`src/rtl/dpt_ram.sv`:
```
// dpt_ram: generic simple dual-port RAM, one write and one registered read.
// No dependencies.
module dpt_ram #(
    parameter int WIDTH = 8,
    parameter int DEPTH = 16
) (
    input  logic                     clk,
    input  logic                     we,
    input  logic [$clog2(DEPTH)-1:0] waddr,
    input  logic [WIDTH-1:0]         wdata,
    input  logic [$clog2(DEPTH)-1:0] raddr,
    output logic [WIDTH-1:0]         rdata
);

    logic [WIDTH-1:0] mem [DEPTH];

    always_ff @(posedge clk)
    begin
        if (we)
            mem[waddr] <= wdata;
        rdata <= mem[raddr];
    end

endmodule

```
`config.mk`:
```
export PLATFORM = sky130hd
export DESIGN_NAME = dpt_ram
export DESIGN_NICKNAME = d
export VERILOG_FILES = /design/src/rtl/dpt_ram.sv
export SDC_FILE = /design/constraint.sdc
export NUM_CORES = 1
export LEC_CHECK = 0
export ABC_AREA = 1
export BUFFER_PORTS_ARGS = -buffer_cell sky130_fd_sc_hd__buf_2
export CAP_MARGIN = 0
export CORE_MARGIN = 2
export CORE_UTILIZATION = 50
export CTS_CLUSTER_SIZE = 12
export DETAILED_ROUTE_END_ITERATION = 6
export PLACE_DENSITY = 0.67
export SETUP_SLACK_MARGIN = 0.5
export SLEW_MARGIN = 20
export SYNTH_ARGS = -nofsm -noshare
export SYNTH_HDL_FRONTEND = slang
export SYNTH_SLANG_ARGS = --single-unit
```
`constraint.sdc`:
```
create_clock -name clk -period 1.5 [get_ports clk]
set_input_delay 0.225 -clock clk [delete_from_list [all_inputs] [get_ports clk]]
set_output_delay 0.225 -clock clk [all_outputs]
set_load 0.005 [all_outputs]
```
# Word-level counts from Yosys, hierarchy flattened
# Memory sizes are Yosys's and may differ from the RTL's. A register that Yosys moved wholly into a read port is not among the register bits.
# Index checks and enable logic that the tools add are counted.
# word_totals
register_bits,0
ram_bits,128
inputBits,18
n_memories,1
# op_classes
n_mux,2
# memory_table
memory,depth,word_bits,read_ports,rd_clocked_by_memory_dff,wr,line_no,text
mem,16,8,1,1,1,15,logic [WIDTH-1:0] mem [DEPTH];
# op_table
op,n
2-to-1 mux 1 bit,2

# Depth between registers and ports, before layout
# Gate-level depths: netlist of the first run.
# logic_depth
word_depth,2
mapped_depth,8

# Worst setup path after synthesis of the first run
# OpenSTA, ideal clock, no wires.
# synth_path
path_kind,input to register
start,in waddr[2]
end,mem mem[10][0] (enable)
setup_ns,0.370
arrival_ns,0.806
slack_ns,0.324
path_stages,2
path_cell_list,nand3b_1 nor2_1
# synth_rtl
item,line_no,text
start: declaration,9,"input logic [$clog2(DEPTH)-1:0] waddr,"
end: declaration,15,
# No word-level cell before the write port.

# Worst setup path in the final report of the first run
# layout_path
start,"reg rdata[2], read port of mem"
end,out rdata[2]
# layout_rtl
item,line_no,text
start: declaration,12,output logic [WIDTH-1:0] rdata
# No word-level cell between the ends.

==> results of run 1 <==
-- power by group --
part	internal, mW	switching (mW)
clock network	2.93	1.51
logic	0.195	0.407
registers	4.25	0.0233
total	7.38	1.94
-- stage by stage --
step,std cells,hold WS [ns]
2_1_floorplan,551,0.324
6_report,741,0.175
4_1_cts,741,0.153
3_3_place_gp,709,0.590
5_1_grt,741,0.186
3_5_place_dp,709,0.599
-- state kept, by name, indices dropped and copies added (netlist names) --
name and count:
rdata 8, mem 128
-- area by class of cell --
class / count / area [sq um]
Clock buffer: 18 / 429
Clock inverter: 14 / 205
Fill cell: 902 / 4280
Inverter: 102 / 383
Multi-Input combinational cell: 289 / 1470
Sequential cell: 136 / 4010
Tap cell: 143 / 179
Timing Repair Buffer: 39 / 362
-- repair_timing --
item                       CTS  global route
pin swaps                    0             9
setup endpoints to repair   10            24
resized for setup            6            34
hold buffers                 0             0
setup buffers                0             0
-- cell families after synthesis --
kind of cell | synth area share
buffers and inverters | 0.0952
DFF | 0.694
and+or+nand+nor | 0.210
-- synth_stat cells --
library cell / count
buf_1: 1
buf_2: 13
buf_4: 4
buf_6: 6
dfxtp_1: 8
edfxtp_1: 128
inv_1: 100
inv_2: 2
nand2_1: 173
nand3_1: 97
nand3b_1: 2
nor2_1: 17
-- worst max-delay path by stage --
stage / startpoint / endpoint / slack (ns) / cells after the start
finish: rdata[2]$_DFF_P_ / rdata[2] / 0.43 / 1
global route: rdata[2]$_DFF_P_ / rdata[2] / 0.40 / 1
CTS: rdata[2]$_DFF_P_ / rdata[2] / 0.41 / 1
detailed placement: waddr[0] / mem[6][0]$_DFFE_PP_ / 0.11 / 4
global placement: waddr[0] / mem[6][0]$_DFFE_PP_ / 0.12 / 4
floorplan: waddr[2] / mem[10][0]$_DFFE_PP_ / 0.40 / 2
-- routing by layer --
layer,wire length (microns),vias up,share of wire,track usage
met5,0,-,0,0
met4,225,0,0.018,0.0691
met3,611,19,0.048,0.0484
met2,6300,103,0.50,0.354
met1,5500,1804,0.44,0.284
li1,-,1839,-,-
==> flow_summary.ini, run 1 <==
[status]
outcome = finished clean

[critical_path]
r2r_end = rdata[0]$_DFF_P_
cp.required_ns = 1.27
critical-path-top-delay-family = flip-flops
critical_path_class = register to output pin
cp_cell_sequence = buf_6
cp_max_fo = 1
worstSetupEndpointType = output pin
cp_slowest_cell = dfxtp_2
worst-path-buf-inv = 1
rrSetupSlack_ns = 0.52
r2r-start = mem[1][0]$_DFFE_PP_
crit_path_start_kind = register
critPathMaxStageDelay_ns = 0.33
reg2regPathDepth = 6
crit_arrival_ns = 0.85

[yosys]
synth_cell_type_count = 12
ys.warnings.count = 0
synth.area.top_cells = edfxtp_1 67%, nand2_1 11%, nand3_1 8.4%
syn_nets = 569
ys_seq_area_frac = 0.694
synth-seq-cells = 136
yosysTopAreaCellShare = 0.667
syn_inst = 551
syn_avg_cell_area_sq_um = 10.5
yosys.area.top_type = edfxtp_1
synth_area_sq_um = 5770

[final_layout]
area_delta_synth_final_pct = 22.1
final_util = 0.622
num_antenna_cells = 0
fin_nets = 603
drive_above_1_share = 0.214
most-common-layout-cells = 169 x nand2_1, 128 x edfxtp_1, 100 x inv_1
design_area_sq_um = 7040
final_common_cell = nand2_1

[detailed_routing]
wire_per_inst_microns = 17.0
ant_nets = 0
drt_iter0_markers = 289
viasPerCell = 5.08
drc = 0
firstDrtPassIters = 5
wl_microns = 12600
via_count = 3765

[flow_run]
maxCapViolations = 0

[power_and_ir_drop]
fin_total_pwr_mw = 9.32
p_leak_nw = 3.01
vdd_drop_max_mv = 0.867
powerDensity_nw_per_um2 = 1320

[sta]
rsz0062_at_grt = true
fin_skew_ns = 0.00301
setup-tns-final_ns = 0
slew_headroom = 0.726
drv_slew = 0
worstMarginPinSlew_ns = 0.411
fin_crit_sh = 0.716
max_freq_mhz = 931
finalSetupViolations = 0
fin_ws_ns = 0.426
min_period_ns = 1.07
hold_viol_final = 0

[global_route]
grt_usage = 0.214
grt_pass1_wl_microns = 19800
grt_max_degree = 65
first_global_vias = 3678
antenna_found_initial = 0
grt_overflow = 0

[cts]
cts_sinks = 136
clock_path_buffers = 2
path_clk_slew_ns = 0.06
cts-root-buf = clkbuf_16
clk_latency_ns = 0.41
cts_tree = built
cts_max_level = 4
numCtsBuffers = 17

[floorplanning]
row_count = 39
die_x_microns = 111
coreArea_sq_um = 11300
die_height_microns = 111
io_pins = 26
dieArea_sq_um = 12400
start_util = 0.509

[min_path]
min_from = raddr[3]
hold_depth = 3
min_to = rdata[5]$_DFF_P_
worstHoldPathType = input pin to register

[placed_design]
dp_hpwl_microns = 7610
place_area_sq_um = 6220
pre_cts_slack_ns = 0.111
gp_congestion = 0.832
numPortBuffers = 25
(Power assumes the default switching activity.)
==> run 2: changes to the inputs <==
- clock period: 1.5 -> 1 ns (I/O delays scaled with it)
==> run 2 against run 1 <==
  * Highest routed layer unchanged
  * Sequential power grew 50%
  * Die area unchanged
  * Core utilization is 3.2 points higher
  * Hold slack lost 0.15 ns
  * Sequential cell count unchanged
  * Sequential share of layout area fell by 2.8 points
  * Cell count rose by 1.6%
  * Total power grew 41%
  * Register-to-register slack lost 0.47 ns
  * Count of clock-buffer cells in the layout rose by 11
  * The run now ends with setup timing left
  * Final area rose by 5.2%
  * Routed wire length up 6.0%
==> flow_summary.ini, run 2 (synthesis gave the netlist of run 1 again) <==
[placed_design]
numPortBuffers = 25
dp_hpwl_microns = 8030
pre_cts_slack_ns = -0.212
gp_congestion = 0.895
dp_cells = 716

[critical_path]
critical-path-top-delay-family = flip-flops
cp_max_fo = 1
crit_arrival_ns = 0.86
critPathMaxStageDelay_ns = 0.32
worst-path-buf-inv = 1
cp_cell_sequence = buf_2
worstSetupEndpointType = output pin
cp.required_ns = 0.85
rrSetupSlack_ns = 0.05
cp_slowest_cell = dfxtp_2
crit_path_start_kind = register
critical_path_class = register to output pin

[sta]
max_freq_mhz = 992
setup-tns-final_ns = -0.00771
worstMarginPinSlew_ns = 0.473
fin_ws_ns = -0.00771
hold_viol_final = 0
timing.hold.ws_ns = 0.0242
fin_skew_ns = 0.00625
rsz0062_at_grt = true
slew_headroom = 0.685
min_period_ns = 1.01
drv_slew = 0
fin_crit_sh = 1.01
finalSetupViolations = 1

[status]
failed_checks = setup timing
outcome = complete, but fails checks

[floorplanning]
io_pins = 26
die_height_microns = 111
die_x_microns = 111
dieArea_sq_um = 12400
row_count = 39
coreArea_sq_um = 11300
start_util = 0.509

[global_route]
antenna_found_initial = 0
grt_overflow = 0
first_global_vias = 3909
grt_max_degree = 33
grt_pass1_wl_microns = 20700
grt_usage = 0.229

[final_layout]
num_antenna_cells = 0
fin_nets = 615
drive_above_1_share = 0.310
top_register = mem
most-common-layout-cells = 151 x nand2_1, 128 x edfxtp_1, 91 x inv_1
area_delta_synth_final_pct = 28.4
reg_top3 = mem (128), rdata (8)
largest_register_ffs = 128
final_util = 0.654
final_common_cell = nand2_1
fin_cells = 753
fillers = 867

[power_and_ir_drop]
vdd_drop_max_mv = 1.44
powerDensity_nw_per_um2 = 1780
p_leak_nw = 3.11

[cts]
clk_latency_ns = 0.42
clock_path_buffers = 2
ctsHoldBuffers = 0
cts-root-buf = clkbuf_16
cts_sinks = 136
cts_tree = built
path_clk_slew_ns = 0.05
numCtsBuffers = 17
cts_max_level = 4

[detailed_routing]
via_count = 3868
drc = 0
ant_nets = 0
firstDrtPassIters = 5
viasPerCell = 5.14
wl_microns = 13400
drt_iter0_markers = 283
wire_per_inst_microns = 17.8

[flow_run]
maxCapViolations = 0

[min_path]
worstHoldPathType = input pin to register
==> run 2: worst paths after layout <==
| kind | startpoint | end | cells past startpoint |
|---|---|---|---|
| hold reg to reg | mem[12][5]$_DFFE_PP_ | rdata[5]$_DFF_P_ | 6 |
| hold / removal | raddr[3] | rdata[0]$_DFF_P_ | 3 |
| setup reg to reg | mem[0][6]$_DFFE_PP_ | rdata[6]$_DFF_P_ | 6 |
| setup / recovery | rdata[1]$_DFF_P_ | rdata[1] | 1 |
==> run 2: area by class of cell <==
cell class | instances | area, sq um | area share
Clock buffer | 29 | 490 | 0.0663
Clock inverter | 3 | 42.5 | 0.00575
Sequential cell | 136 | 4010 | 0.542
Multi-Input combinational cell | 289 | 1750 | 0.237
Inverter | 102 | 400 | 0.0541
Tap cell | 143 | 179 | 0.0242
Timing Repair Buffer | 51 | 527 | 0.0712
==> run 2: where the power goes <==
| part | switching (mW) | internal, mW | leakage, nW |
|---|---|---|---|
| clock | 2.12 | 3.55 | 0.254 |
| sequential | 0.0418 | 6.38 | 1.22 |
| combinational | 0.687 | 0.370 | 1.63 |
==> run 2: metrics by stage <==
| step | power (mW) | instance area [sq um] |
|---|---|---|
| floorplan | 7.07 | 6030 |
| CTS | 13.1 | 7190 |
| global route | 13.6 | 7400 |
| finish | 13.2 | 7400 |
| global placement | 7.38 | 6300 |
| detailed placement | 7.40 | 6300 |
==> run 2: metal layers <==
| layer | vias to the layer above | GRT usage | share of wire |
|---|---|---|---|
| met2 | 113 | 0.392 | 0.52 |
| met3 | 26 | 0.0653 | 0.065 |
| met4 | 0 | 0.0881 | 0.020 |
| met1 | 1862 | 0.278 | 0.39 |
| li1 | 1867 | - | - |
| met5 | - | 0 | 0 |
==> run 2: what timing repair did <==
item	CTS	global route
setup endpoints to repair	144	144
buffers inserted	3	2
pin swaps	32	27
gates resized for setup	71	42
