**src/rtl/dpt_pkg.sv**
```systemverilog
// dpt_pkg: shared types, constants and fixed-point helpers for the
// delivery predictability table. No dependencies.
package dpt_pkg;

    localparam int FRAC_BITS = 16;
    localparam int QW        = FRAC_BITS + 1;
    localparam int ADDR_W    = 7;
    localparam int TIME_W    = 32;
    localparam int SEC_W     = 16;
    localparam int NODES_DEF = 128;

    localparam logic [QW-1:0] Q_ONE = QW'(1) << FRAC_BITS;

    // configuration register indexes
    localparam logic [2:0] REG_SELF  = 3'd0;
    localparam logic [2:0] REG_PENC  = 3'd1;
    localparam logic [2:0] REG_ITYP  = 3'd2;
    localparam logic [2:0] REG_BETA  = 3'd3;
    localparam logic [2:0] REG_GAMMA = 3'd4;
    localparam logic [2:0] REG_TUNIT = 3'd5;

    // operation codes
    localparam logic [1:0] OP_ENC = 2'd0;
    localparam logic [1:0] OP_TR  = 2'd1;

    typedef struct packed {
        logic [TIME_W-1:0] enc_time;
        logic              encountered;
        logic              valid;
        logic [QW-1:0]     pred;
    } entry_t;

    typedef struct packed {
        logic              start;
        logic [TIME_W-1:0] dividend;
        logic [SEC_W-1:0]  divisor;
    } div_req_t;

    typedef struct packed {
        logic              done;
        logic [TIME_W-1:0] quotient;
        logic [SEC_W-1:0]  remainder;
    } div_rsp_t;

    function automatic logic [QW-1:0] q_sat(input logic [QW-1:0] a);
        return (a > Q_ONE) ? Q_ONE : a;
    endfunction

    // truncating Q1.F product; an operand of one passes the other through
    function automatic logic [QW-1:0] q_mul(input logic [QW-1:0] a,
                                            input logic [QW-1:0] b);
        logic [QW-1:0]          sa;
        logic [QW-1:0]          sb;
        logic [2*FRAC_BITS-1:0] prod;
        sa   = q_sat(a);
        sb   = q_sat(b);
        prod = sa[FRAC_BITS-1:0] * sb[FRAC_BITS-1:0];
        if (sa == Q_ONE)
            return sb;
        else if (sb == Q_ONE)
            return sa;
        else
            return {1'b0, prod[2*FRAC_BITS-1:FRAC_BITS]};
    endfunction

endpackage

```
**src/rtl/dpt_div.sv**
```systemverilog
// dpt_div: restoring divider, one quotient bit per cycle.
// Depends on dpt_pkg.
module dpt_div (
    input  logic              clk,
    input  logic              rst_n,
    input  dpt_pkg::div_req_t req,
    output dpt_pkg::div_rsp_t rsp
);

    localparam int DW = dpt_pkg::TIME_W;
    localparam int SW = dpt_pkg::SEC_W;
    localparam int CW = $clog2(DW);

    logic          run_reg, run_next;
    logic          done_reg, done_next;
    logic [CW-1:0] cnt_reg, cnt_next;
    logic [DW-1:0] quo_reg, quo_next;
    logic [SW-1:0] rem_reg, rem_next;
    logic [SW-1:0] dvs_reg, dvs_next;
    logic [SW:0]   shifted;

    always_comb
    begin
        run_next  = run_reg;
        done_next = 1'b0;
        cnt_next  = cnt_reg;
        quo_next  = quo_reg;
        rem_next  = rem_reg;
        dvs_next  = dvs_reg;
        shifted   = {rem_reg, quo_reg[DW-1]};
        if (req.start)
        begin
            run_next = 1'b1;
            cnt_next = '0;
            quo_next = req.dividend;
            rem_next = '0;
            dvs_next = req.divisor;
        end
        else if (run_reg)
        begin
            if (shifted >= {1'b0, dvs_reg})
            begin
                rem_next = SW'(shifted - {1'b0, dvs_reg});
                quo_next = {quo_reg[DW-2:0], 1'b1};
            end
            else
            begin
                rem_next = shifted[SW-1:0];
                quo_next = {quo_reg[DW-2:0], 1'b0};
            end
            cnt_next = cnt_reg + CW'(1);
            if (cnt_reg == CW'(DW - 1))
            begin
                run_next  = 1'b0;
                done_next = 1'b1;
            end
        end
    end

    always_ff @(posedge clk or negedge rst_n)
    begin
        if (!rst_n)
        begin
            run_reg  <= 1'b0;
            done_reg <= 1'b0;
            cnt_reg  <= '0;
        end
        else
        begin
            run_reg  <= run_next;
            done_reg <= done_next;
            cnt_reg  <= cnt_next;
        end
    end

    always_ff @(posedge clk)
    begin
        quo_reg <= quo_next;
        rem_reg <= rem_next;
        dvs_reg <= dvs_next;
    end

    assign rsp.done      = done_reg;
    assign rsp.quotient  = quo_reg;
    assign rsp.remainder = rem_reg;

endmodule

```
**config.mk**
```make
export PLATFORM = sky130hd
export DESIGN_NAME = dpt_div
export DESIGN_NICKNAME = d
export VERILOG_FILES = /design/src/rtl/dpt_pkg.sv /design/src/rtl/dpt_div.sv
export SDC_FILE = /design/constraint.sdc
export NUM_CORES = 1
export LEC_CHECK = 0
export ABC_AREA = 1
export BUFFER_PORTS_ARGS = -buffer_cell sky130_fd_sc_hd__buf_2
export CELL_PAD_IN_SITES_DETAIL_PLACEMENT = 1
export CELL_PAD_IN_SITES_GLOBAL_PLACEMENT = 1
export CORE_UTILIZATION = 30
export CTS_CLUSTER_SIZE = 8
export DETAILED_ROUTE_END_ITERATION = 8
export HOLD_SLACK_MARGIN = 0.05
export PLACE_DENSITY = 0.76
export SLEW_MARGIN = 20
export SYNTH_ARGS = -nofsm -noshare
export SYNTH_HDL_FRONTEND = slang
export SYNTH_SLANG_ARGS = --single-unit
```
**constraint.sdc**
```tcl
create_clock -name clk -period 2.4 [get_ports clk]
set_clock_uncertainty 0.2 [all_clocks]
set_input_delay 0 -clock clk [delete_from_list [all_inputs] [get_ports clk]]
set_output_delay 0 -clock clk [all_outputs]
set_load 0.05 [all_outputs]
```
Word-level counts from Yosys, hierarchy flattened
Index checks and enable logic that the tools add are counted.

word-level totals
  register bits after elaboration = 71
  input port bits = 51
  output and inout port bits = 49
  word-level logic and storage cells = 23

cells by class
  add/sub/neg operators = 2
  magnitude comparators = 1
  equal/unequal tests = 1
  multiplexer cells = 12
  reduce and logical (&&, ||, !) cells = 1

operators with widths
  operator                                                        count
  32-bit two-way mux                                              2
  17-bit by 16-bit greater-or-equal comparator with 1-bit output  1
  16-bit two-way mux                                              1
  16-bit subtractor                                               1
  5-bit two-way mux                                               2
  1-bit two-way mux                                               7
  5-bit by 1-bit adder with 5-bit output, second input constant   1
  5-bit == test, second input constant                            1
  2-bit nonzero test                                              1

Depth between registers and ports, before layout
  word-level depth = 4
  mapped depth = 14
  gate-level depth less buffers = 14

Worst setup path before layout
Ideal clock, no wire load.

  path kind = register to register
  start point = register rem_reg[3]
  end point = register rem_reg[7]
  library setup time = 0.167 ns
  arrival time = 1.951 ns
  data required time = 2.033 ns
  path slack = 0.081 ns
  stages on the path, launching flop included = 13
  path buffers = 1
  period minus slack after synthesis = 2.319 ns
  cell sequence = dfxtp_1 ha_1 nand2_1 inv_1 nand2_1 nand2_1 nand2_1 nand3_2 nand2_4 buf_2 nand3_1 nand3_2 o21ai_2

between the ends
  cells in the longest elaborated chain, start to end = 2
  elaborated cells on any way between the ends = 3
  classes of those cells = add/sub (1); order compare (1); mux (1)

ends and longest elaborated chain
  item                                                                                                 line                          RTL
  start: declaration                                                                                   dpt_div.sv:18                 logic [SW-1:0] rem_reg, rem_next;
  start signal: assignment                                                                             dpt_div.sv:79                 rem_reg <= rem_next;
  16-bit subtractor or 17-bit by 16-bit greater-or-equal comparator with 1-bit output (tied branches)  dpt_div.sv:43, dpt_div.sv:41
  16-bit two-way mux *                                                                                 dpt_div.sv:41                 if (shifted >= {1'b0, dvs_reg})

Mark *: on every way between the ends. The rest lies on a longest branch, timed or not.
A chain may end at the register's enable or synchronous reset.

Final worst setup path
  start point = register quo_reg[31]
  end point = register rem_reg[8]

between the ends
  cells in the longest elaborated chain, start to end = 2
  elaborated cells on any way between the ends = 3
  classes of those cells = add/sub (1); order compare (1); mux (1)

ends and longest elaborated chain
  item                                                                                                 line                          RTL
  start: declaration                                                                                   dpt_div.sv:17                 logic [DW-1:0] quo_reg, quo_next;
  start signal: assignment                                                                             dpt_div.sv:78                 quo_reg <= quo_next;
  16-bit subtractor or 17-bit by 16-bit greater-or-equal comparator with 1-bit output (tied branches)  dpt_div.sv:43, dpt_div.sv:41
  16-bit two-way mux *                                                                                 dpt_div.sv:41

Marks and branches as above.

==> metrics.yaml <==
status: "complete, no violations"
clock-root-buffer: "clkbuf_16"
cts_buffer_depth: 2
m1WireLength_um: 5840
critPathMaxStageDelay_ps: 430
num_rows: 41
nets: 751
synth-simple-area-share: 0.319
clkTransAtPathRegs_ps: 60
routedWlPerCell_um: 15.5
max_freq_ghz: 0.444
synth.distinct_cells: 35
synth-compound-area-share: 0.0367
cts_buffers: 9
drive_gt1_frac: 0.223
regArea_mm2: 0.00194
fin_util: 0.442
critical_path_arrival_ps: 2290
grt_pass1_vias: 4350
dp_cells: 780
routed.top_layer: "met4"
ant_nets: 0
dr_wl_met3_um: 629
grt_max_degree: 43
ys_seq_elements: 71
cts.sinks: 71
fin_cells: 858
yosys.area_share.adder: 0.0609
grt_usage: 0.200
die_height_um: 118
synth_cells: 511
clock_latency_ps: 350
cp-end-kind: "flip-flop"
syn_area_mm2: 0.00403
hp-class: "in -> reg"
synth_area_leader_cell: "edfxtp_1"
worst_ir_drop_vdd_mv: 0.363
grt_pass1_wl_um: 21600
start_util: 0.314
reg2reg_slack_ps: 150
cp_common_cell: "nand2_1"
dieArea_mm2: 0.0139
drv_cap: 0
synthTopCellsByCount: "nand2_1, inv_1, edfxtp_1"
relSlewSlack: 0.642
p_leak_nw: 2.93
ys_seq_area_frac: 0.481
power.density_mw_per_mm2: 972
setup-violations-final: 0
slew_viol_final: 0
cp.required_ps: 2440
cts_tree: "done"
synth_edf_count: 48
fin_crit_ps: 2250
hold_viol_final: 0
yosysMostFrequentCell: "nand2_1"
synth_top_family_by_area: "simple AND/OR/NAND/NOR gates"
path_cells: "inv_1, ha_1, fa_1, o21bai_1, nand2_1, nand3_1, nand2_1, nand2_1, nand2_1, nand3_1, nand2_1"
dr.pass1.iters: 4
postPlaceCellArea_mm2: 0.00476
synthMuxAreaShare: 0
drtIter0Drc: 161
synth_xor_area_frac: 0.0131
numPortBuffers: 99
dp_hpwl_um: 9200
worst_pin_slew_ps: 538
synth_nets: 581
core-area_mm2: 0.0128
die_w_um: 118
path_max_fanout: 3
crit_slowest_cell: "fa_1"
antenna_found_initial: 0
startpoint_type: "flip-flop"
post-route-period-util: 0.938
io_pins: 100
dr_wl_met2_um: 6440
synth_top_area_frac: 0.358
overflow: 0
ys.flop_type: "edfxtp_1"
drt_wl_total_um: 13300
largest_reg_flops: 32
drcViolationCount: 0
worstSetupPathType: "reg -> reg"
syn_to_final_growth_pct: 40.8
synthArstFlopShare: 0.0986
antenna_cells: 0
vias: 3960
h-tree-depth: 3
multiInputGateArea_mm2: 0.00174
synth_warnings: 0
nFillCells: 1598
vias_per_cell: 4.62
place_congestion: 0.840
fin_area_mm2: 0.00567
avgSynthCellArea_um2: 7.88
synth_area_leaders: "edfxtp_1, nand2_1, dfxtp_1"
[report_power, final]
group | internal [mW] | switching [mW]
clock network | 0.726 | 0.541
logic | 0.837 | 1.75
registers | 1.50 | 0.154
total | 3.07 | 2.44
[layer usage]
metal | GRT usage | up-vias
li1 | - | 1959
met1 | 0.233 | 1867
met2 | 0.344 | 109
met3 | 0.0518 | 25
met4 | 0.0913 | 0
met5 | 0 | -
[path summary, 6_finish.rpt]
path / from / to / cells past startpoint
setup reg to reg: quo_reg[31]$_DFFE_PP_ / rem_reg[8]$_SDFFE_PP0P_ / 11
max in group asynchronous: rst_n / cnt_reg[0]$_DFFE_PN0P_ / 3
min in group asynchronous: rst_n / run_reg$_DFF_PN0_ / 3
setup / recovery: quo_reg[31]$_DFFE_PP_ / rem_reg[8]$_SDFFE_PP0P_ / 11
hold / removal: req[13] / dvs_reg[13]$_DFFE_PP_ / 2
hold reg to reg: rem_reg[13]$_SDFFE_PP0P_ / rem_reg[13]$_SDFFE_PP0P_ / 2
[kinds of logic (layout without fill, tap and decap cells)]
group,Yosys count,in the layout
buf+inv,90,265
flops,71,71
xor+xnor,6,6
compound gates,25,25
fa+ha+maj,19,19
simple gates,300,300
[layout by cell type (no fill, tap or decap), types with 4 or more instances in the layout]
master,count
nor3_1,8
nor2_1,16
nand3b_1,7
nand4_1,4
dlygate4sd3_1,56
nand2_1,214
o21ai_0,8
inv_2,4
buf_2,99
clkbuf_16,9
a21oi_1,7
nand3_2,4
ha_1,17
buf_4,15
nor2_2,5
dfrtp_1,7
inv_1,72
edfxtp_1,48
xnor2_1,5
nand3_1,35
dfxtp_1,16
[per-stage QoR]
step	power [mW]	hold WS (ps)	TNS [ps]	setup slack, ps
after floorplan	3.45	-496	0	81.3
after global placement	4.03	-358	0	121
after detailed placement	4.09	-354	0	119
after CTS	5.45	144	0	106
after global routing	5.86	162	-7.96	-7.96
final	5.51	160	0	148
[final cells by class]
type	count	share of cell area
multi-input combinational	350	0.307
clock buffer	11	0.0428
inverter	77	0.0510
tap	172	0.0380
timing repair buffer	172	0.213
clock inverter	5	0.00596
sequential	71	0.342
[what timing repair did]
action / 4_1_cts / 5_1_grt
hold endpoints to repair: 59 / 0
hold buffers: 56 / 0
resized for setup: 0 / 3
setup buffers: 0 / 6
setup endpoints to repair: 0 / 15
[worst max-delay path: cells and delay by family (launching register included)]
family	cells	cell delay, ps
adder cells (fa/ha/maj)	2	660
AND/OR/NAND/NOR	7	550
flip-flops	1	340
AO/OA/AOI/OAI	1	320
buffers and inverters	1	60
Note: power is estimated with default switching activity, not from simulation.
